**config.mk**
```make
export PLATFORM = sky130hd
export DESIGN_NAME = maps_ctrl
export DESIGN_NICKNAME = d
export VERILOG_FILES = /design/src/hw/rtl/maps_pkg.sv /design/src/hw/rtl/maps_ctrl.sv
export SDC_FILE = /design/constraint.sdc
export NUM_CORES = 1
export LEC_CHECK = 0
export BUFFER_PORTS_ARGS = -buffer_cell sky130_fd_sc_hd__buf_2
export CAP_MARGIN = 5
export CORE_AREA = 2 2 39 41
export CTS_CLUSTER_DIAMETER = 150
export DETAILED_ROUTE_END_ITERATION = 12
export DIE_AREA = 0 0 41 43
export GPL_TIMING_DRIVEN = 0
export PLACE_DENSITY_LB_ADDON = 0.2
export SYNTH_ARGS = -nofsm -noshare
export SYNTH_HDL_FRONTEND = slang
export SYNTH_SLANG_ARGS = --single-unit
```
**constraint.sdc**
```tcl
create_clock -name clk -period 1.4 [get_ports clk]
set_clock_uncertainty 0.05 [all_clocks]
set_input_delay 0.28 -clock clk [delete_from_list [all_inputs] [get_ports clk]]
set_output_delay 0.28 -clock clk [all_outputs]
set_load 0.02 [all_outputs]
```
**src/hw/rtl/maps_pkg.sv**
```systemverilog
package maps_pkg;

	localparam int MAX_DIM_DEF = 32;
	localparam int LEN_W = 11;
	localparam logic [LEN_W-1:0] LEN_MAX = 11'd2047;

	localparam logic [7:0] CH_DOT = 8'h2E;
	localparam logic [7:0] CH_WALL = 8'h23;
	localparam logic [7:0] CH_START = 8'h53;
	localparam logic [7:0] CH_END = 8'h45;

	localparam logic OP_WRITE = 1'b0;
	localparam logic OP_SEARCH = 1'b1;

	localparam logic [1:0] ST_FOUND = 2'd0;
	localparam logic [1:0] ST_NO_PATH = 2'd1;
	localparam logic [1:0] ST_INVALID = 2'd2;
	localparam logic [1:0] ST_NO_START = 2'd3;

	localparam logic CFG_ROWS = 1'b0;
	localparam logic CFG_COLS = 1'b1;

	localparam logic [1:0] DIR_RIGHT = 2'd0;
	localparam logic [1:0] DIR_DOWN = 2'd1;
	localparam logic [1:0] DIR_LEFT = 2'd2;
	localparam logic [1:0] DIR_UP = 2'd3;

	typedef struct packed {
		logic       operation;
		logic [4:0] cell_row;
		logic [4:0] cell_col;
		logic [7:0] cell_char;
	} request_t;

	typedef struct packed {
		logic [1:0]       status;
		logic [31:0]      path_count;
		logic [LEN_W-1:0] shortest_length;
		logic [LEN_W-1:0] longest_length;
	} result_t;

	// controller -> datapath
	typedef struct packed {
		logic scan_init;   // reset scan position, flags
		logic scan_rd;     // issue grid read at scan position
		logic scan_chk;    // check registered char, advance
		logic clr_step;    // clear one mark word
		logic push_start;
		logic eval;        // try next direction, or read parent entry
		logic act;         // act on neighbor data
		logic pop;         // drop top level
		logic load_res;
	} dp_cmd_t;

	// datapath -> controller
	typedef struct packed {
		logic scan_last;
		logic bad_seen;
		logic start_seen;
		logic clr_last;
		logic top_done;    // all four directions of top level tried
		logic last_level;  // only the start level is left
	} dp_sts_t;

endpackage

```
**src/hw/rtl/maps_ctrl.sv**
```systemverilog
module maps_ctrl (
	input  logic              clk,
	input  logic              arst_n,
	input  logic              search_go,
	input  maps_pkg::dp_sts_t sts,
	output maps_pkg::dp_cmd_t cmd,
	output logic              busy,
	output logic              done
);
	typedef enum logic [3:0] {
		S_IDLE, S_SRD, S_SCHK, S_CLR, S_PUSH, S_EVAL, S_ACT, S_POP, S_RES, S_OUT
	} state_t;
	state_t st_q;

	always_comb begin
		cmd = '0;
		case (st_q)
			S_SRD:   cmd.scan_rd = 1'b1;
			S_SCHK:  cmd.scan_chk = 1'b1;
			S_CLR:   cmd.clr_step = 1'b1;
			S_PUSH:  cmd.push_start = 1'b1;
			S_EVAL:  cmd.eval = 1'b1;
			S_ACT:   cmd.act = 1'b1;
			S_POP:   cmd.pop = 1'b1;
			S_RES:   cmd.load_res = 1'b1;
			default: cmd = '0;
		endcase
		if (st_q == S_IDLE && search_go) cmd.scan_init = 1'b1;
	end

	always_ff @(posedge clk or negedge arst_n) begin
		if (!arst_n) begin
			st_q <= S_IDLE;
			busy <= 1'b0;
			done <= 1'b0;
		end else begin
			done <= 1'b0;
			case (st_q)
				S_IDLE: if (search_go) begin
					st_q <= S_SRD;
					busy <= 1'b1;
				end
				S_SRD: st_q <= S_SCHK;
				S_SCHK: begin
					if (sts.scan_last) st_q <= S_CLR;
					else st_q <= S_SRD;
				end
				S_CLR: if (sts.clr_last)
					st_q <= (sts.bad_seen || !sts.start_seen) ? S_RES : S_PUSH;
				S_PUSH: st_q <= S_EVAL;
				S_EVAL: st_q <= sts.top_done ? S_POP : S_ACT;
				S_ACT: st_q <= S_EVAL;
				S_POP: st_q <= sts.last_level ? S_RES : S_EVAL;
				S_RES: st_q <= S_OUT;
				S_OUT: begin
					st_q <= S_IDLE;
					busy <= 1'b0;
					done <= 1'b1;
				end
				default: st_q <= S_IDLE;
			endcase
		end
	end
endmodule

```
* Word-level counts from Yosys, hierarchy flattened
Cells that the tools add are included.
Storage, ports and cells: register bits after elaboration 6, bits in latches 0, RAM bits 0, memory bits (read-only) 0, input bits 9, output and inout bits 11, memories 0
Operators by class: add/subtract/negate cells 0, multipliers 0, divide/modulo/power cells 0, magnitude comparators 0, eq/ne operators 11, shifts and indexed selects 0, muxes and demuxes 19, bitwise operators 0, reduce and logical (&&, ||, !) cells 8
Operators by type and width (count):
- $pmux 4 s8 | 1
- $eq 4x3->1 const B | 4
- $mux 4 | 4
- $mux 1 | 12
- $eq 4x2->1 const B | 2
- $eq 4x4->1 const B | 2
- $eq 4x1->1 const B | 1
- $logic_not 4->1 | 1
- $ne 2x2->1 const B | 2
- $reduce_and 2->1 | 2
- $mux 2 | 1
- $pmux 1 s2 | 1
- $reduce_bool 2->1 | 1
- $reduce_or 2->1 | 1
- $logic_and 1x1->1 | 1
- $logic_not 1->1 | 1
- $logic_or 1x1->1 | 1

* Longest topological paths before layout
depth after elaboration 5, depth in mapped cells 5

* Worst setup path before layout
Ideal clock, no wire load.
path type reg2out, start reg st_q[1], end out cmd[7] (netlist bit), arrival time 1.258 ns, path slack -0.188 ns, stages on the path, launching flop included 4, cell sequence dfrtp_1 > buf_6 > or2b_1 > nor3_1
RTL lines:
- start: declaration | line maps_ctrl.sv:13 | state_t st_q;
- start signal: assignment | line maps_ctrl.sv:49 | st_q <= (sts.bad_seen || !sts.start_seen) ? S_RES : S_PUSH;
- start signal: assignment | line maps_ctrl.sv:51 | S_EVAL: st_q <= sts.top_done ? S_POP : S_ACT;
- start signal: assignment | line maps_ctrl.sv:53 | S_POP: st_q <= sts.last_level ? S_RES : S_EVAL;
- end: declaration | line maps_ctrl.sv:6 | output maps_pkg::dp_cmd_t cmd,

==> flow_summary.rst <==
.. list-table::
   :header-rows: 1

   * - Metric
     - Value
   * - Drt drc
     - 0
   * - Critical path arrival
     - 1330 ps
   * - Input/output buffers
     - 19
   * - Clock tree from TritonCTS
     - done
   * - I/O pin count
     - 20
   * - Final cell utilization of the core
     - 57.4%
   * - Total Nets Final
     - 99
   * - Max Clock Freq
     - 0.602 GHz
   * - Number of distinct library cells after synthesis
     - 22
   * - GRT overflow
     - 0
   * - Grt peak-use layer
     - met2
   * - Global routing met2 resource utilization
     - 27.8%
   * - Sequential cell area fraction in the yosys report
     - 35.5%
   * - Total Die Area
     - 1760 sq um
   * - Row count
     - 14
   * - Hold_sp
     - sts[2]
   * - Width of the chip
     - 41 um
   * - Static Leakage
     - 0.376 nW
   * - Slew Viols, Final
     - 0
   * - Peak supply drop
     - 1.29 mV
   * - Worst Reg2Reg Path Length in Cells
     - 5
   * - Met1 global-route usage
     - 19.3%
   * - Root Driver
     - clkbuf_4
   * - Layout area overhead
     - 87.9%
   * - Path type of the worst min-delay path
     - in2reg
   * - Outcome
     - complete, but fails checks
   * - Worst flop-to-flop path endpoint
     - busy$_DFFE_PN0P_
   * - Post-route fraction of the period consumed by the critical path
     - 119%
   * - Reg2Reg Setup Slack
     - -30 ps
   * - Largest net degree at the start of global routing
     - 11
   * - Power density normalized to cell area
     - 2350 nW/um^2
   * - Delay contributed by the slowest stage of the critical path
     - 410 ps
   * - RePlAce Congestion
     - 0.788
   * - Startpoint class of the critical path
     - register
   * - Clock sinks
     - 6
   * - Overall routing resource usage
     - 16.8%
   * - Via/cell ratio
     - 5.15
   * - Vias in the first global route
     - 470
   * - Launch instance of the worst register-to-register path
     - st_q[1]$_DFFE_PN0P_
   * - Type of the setup path with the least slack
     - reg2out
   * - Diode insertion count for antenna repair
     - 0
   * - Net count after synthesis
     - 61
   * - DRC marker count from the first detailed-route iteration
     - 7
   * - Unrepaired setup endpoints after global routing
     - true
   * - Relative contribution of combinational cells to total power
     - 75.4%
   * - First-pass iteration count of the detailed router
     - 4
   * - Family of cells with the greatest summed delay on the critical path
     - flip-flops
   * - Cell at the slowest stage of the critical path
     - dfrtp_1
   * - Core ar.
     - 1380 sq um
   * - Detail-routed net length per standard cell
     - 13.1 um
   * - Final worst path period need
     - 1660 ps
   * - Die span in y
     - 43 um
   * - Number of antenna violations at the first check in global routing
     - 0
   * - Flops & latches, synth
     - 6
   * - Clock slew at the register clock pins of the worst setup and hold paths
     - 40 ps
   * - Number of warnings printed during yosys synthesis
     - 0
   * - Sequential Power Share
     - 15.9%
   * - First-pass GRT wire length
     - 1970 um
   * - Effective utilization at floorplan
     - 30.6%
   * - Level count of the clock H-tree
     - 1
   * - Half-perimeter wire length after placement
     - 743 um
   * - Residual antenna-violating net count after detailed routing
     - 0
   * - Share of power burned in the clock network
     - 8.7%
   * - Maximum fanout along the worst path
     - 6
   * - Hold Fails Final Rpt
     - 0
   * - Crit-path cells
     - buf_6 -> or2b_1 -> nor3_2 -> buf_4
   * - Max Cap Violations
     - 0
   * - Mean instance size in the synthesized netlist
     - 8.13 sq um
   * - Instance count along the most critical hold path
     - 3
   * - Total standard cell area after synthesis
     - 423 sq um
   * - Met3 GRT Util
     - 7.85%
   * - Maximum buffer depth of the clock tree
     - 2
   * - Hold EP
     - st_q[0]$_DFFE_PN0P_
   * - Setup crit end kind
     - primary output
   * - Sw Pwr
     - 0.828 mW
   * - Clock Latency Late Sink
     - 250 ps
   * - Setup slack after layout
     - -261 ps
   * - Design Power
     - 1.87 mW
   * - Via count
     - 536
   * - Cts bufs inserted
     - 3
   * - Switching fraction of total power
     - 44.3%
   * - Number of failing setup endpoints in the final timing report
     - 10
   * - Total wirelength of the detailed-routed design
     - 1360 um
   * - Share of final-layout standard cells stronger than drive strength 1
     - 60.2%
   * - Internal Pwr Total
     - 1.04 mW
   * - Violated checks
     - negative setup slack
   * - Headroom to the max-slew limit
     - 79.7%
   * - Count of buffering cells on the critical path with inverters included
     - 2
   * - Transition time at the pin with the least slew margin
     - 304 ps
   * - Data required time at the worst endpoint
     - 1070 ps
   * - Post-synthesis cell count
     - 52
[kinds of logic after synthesis]
kind of cell | after synthesis | share of synthesized area (%)
muxes | 1 | 2.37
and+or+nand+nor | 29 | 37.3
DFF | 6 | 35.5
buffers and inverters | 5 | 8.58
AOI/OAI and AO/OA | 11 | 16.3
[what timing repair did]
action | in CTS | in global routing
pin swaps | 2 | 3
setup endpoints to repair | 10 | 12
gates resized for setup | 18 | 13
hold endpoints to repair | 6 | 0
hold buffers | 1 | 0
buffers inserted | 12 | 1
[cells in the final DEF, fill, tap and decap left out, types with 2 or more instances in the layout]
cell,synthesis,routed
nor3_2,0,4
buf_4,0,18
buf_2,2,10
clkbuf_4,0,3
a21oi_1,3,3
nand2b_4,0,3
dfrtp_1,6,6
nor2_4,0,2
nor2_1,8,5
nor3b_1,3,2
buf_6,2,8
o21ai_0,4,2
o21ai_1,0,2
nand2_1,2,2
[metrics by stage]
step	area [sq um]	worst slack, ps	hold WS (ps)	cells	setup TNS (ps)
final	795	-261	281	104	-1500
after floorplan	443	-29.3	-65.6	52	-54.7
after global placement	558	-43.3	65.5	87	-146
after CTS	743	-255	288	103	-1340
after global routing	795	-286	337	104	-1970
after detailed placement	558	-44.8	64.0	87	-96.5
[power groups by stage]
stage / logic (mW) / clock network, mW / registers, mW
final: 1.41 / 0.162 / 0.297
after global routing: 1.50 / 0.176 / 0.300
after CTS: 1.25 / 0.167 / 0.294
after detailed placement: 0.871 / 0 / 0.292
after global placement: 0.872 / 0 / 0.290
after floorplan: 0.653 / 0 / 0.306
[worst register-to-register path, cell delays in order (launching register included)]
cell and delay (ps):
dfrtp_1 410, buf_6 150, or2b_1 260, buf_4 150, buf_4 130, o22a_1 180
[state kept, by name (all words and copies together) (netlist names)]
name	cells
st_q	4
busy	1
done	1
[layout make-up]
cell class	instances	area (sq um)
Buffer	4	45.0
Sequential cell	6	150
Timing Repair Buffer	33	240
Multi-Input combinational cell	41	313
Tap cell	16	20.0
Clock buffer	3	22.5
Inverter	1	3.75
Fill cell	110	589
[worst max path at each step]
stage          cells past startpoint      to                 from  slack (ps)
3_5_place_dp                       4  cmd[7]  st_q[1]$_DFFE_PN0P_         -40
4_1_cts                            4  cmd[7]  st_q[1]$_DFFE_PN0P_        -250
2_1_floorplan                      3  cmd[3]  st_q[1]$_DFFE_PN0P_         -30
3_3_place_gp                       4  cmd[7]  st_q[1]$_DFFE_PN0P_         -40
6_report                           4  cmd[7]  st_q[1]$_DFFE_PN0P_        -260
5_1_grt                            4  cmd[7]  st_q[1]$_DFFE_PN0P_        -290
[Yosys cell counts]
cell      number  area (sq um)
nor2_1         8          30.0
dfrtp_1        6           150
nor3_1         6          30.0
nand2b_1       4          25.0
o21ai_0        4          20.0
a21oi_1        3          15.0
nor3b_1        3          22.5
buf_2          2          10.0
buf_6          2          22.5
nand2_1        2          7.51
and3_1         1          6.26
inv_1          1          3.75
mux2i_1        1          10.0
nand2_4        1          11.3
nand3_1        1          5.00
nor2b_1        1          6.26
o211ai_1       1          7.51
o21a_1         1          7.51
o21ba_2        1          10.0
o22a_1         1          8.76
or2b_1         1          7.51
or3_1          1          6.26
[per-layer routing]
metal,wire length (um),up-vias
met5,0,-
met4,21,0
met3,85,4
met2,744,21
met1,506,259
li1,-,252
No activity file was read; power rests on OpenSTA's default activity.
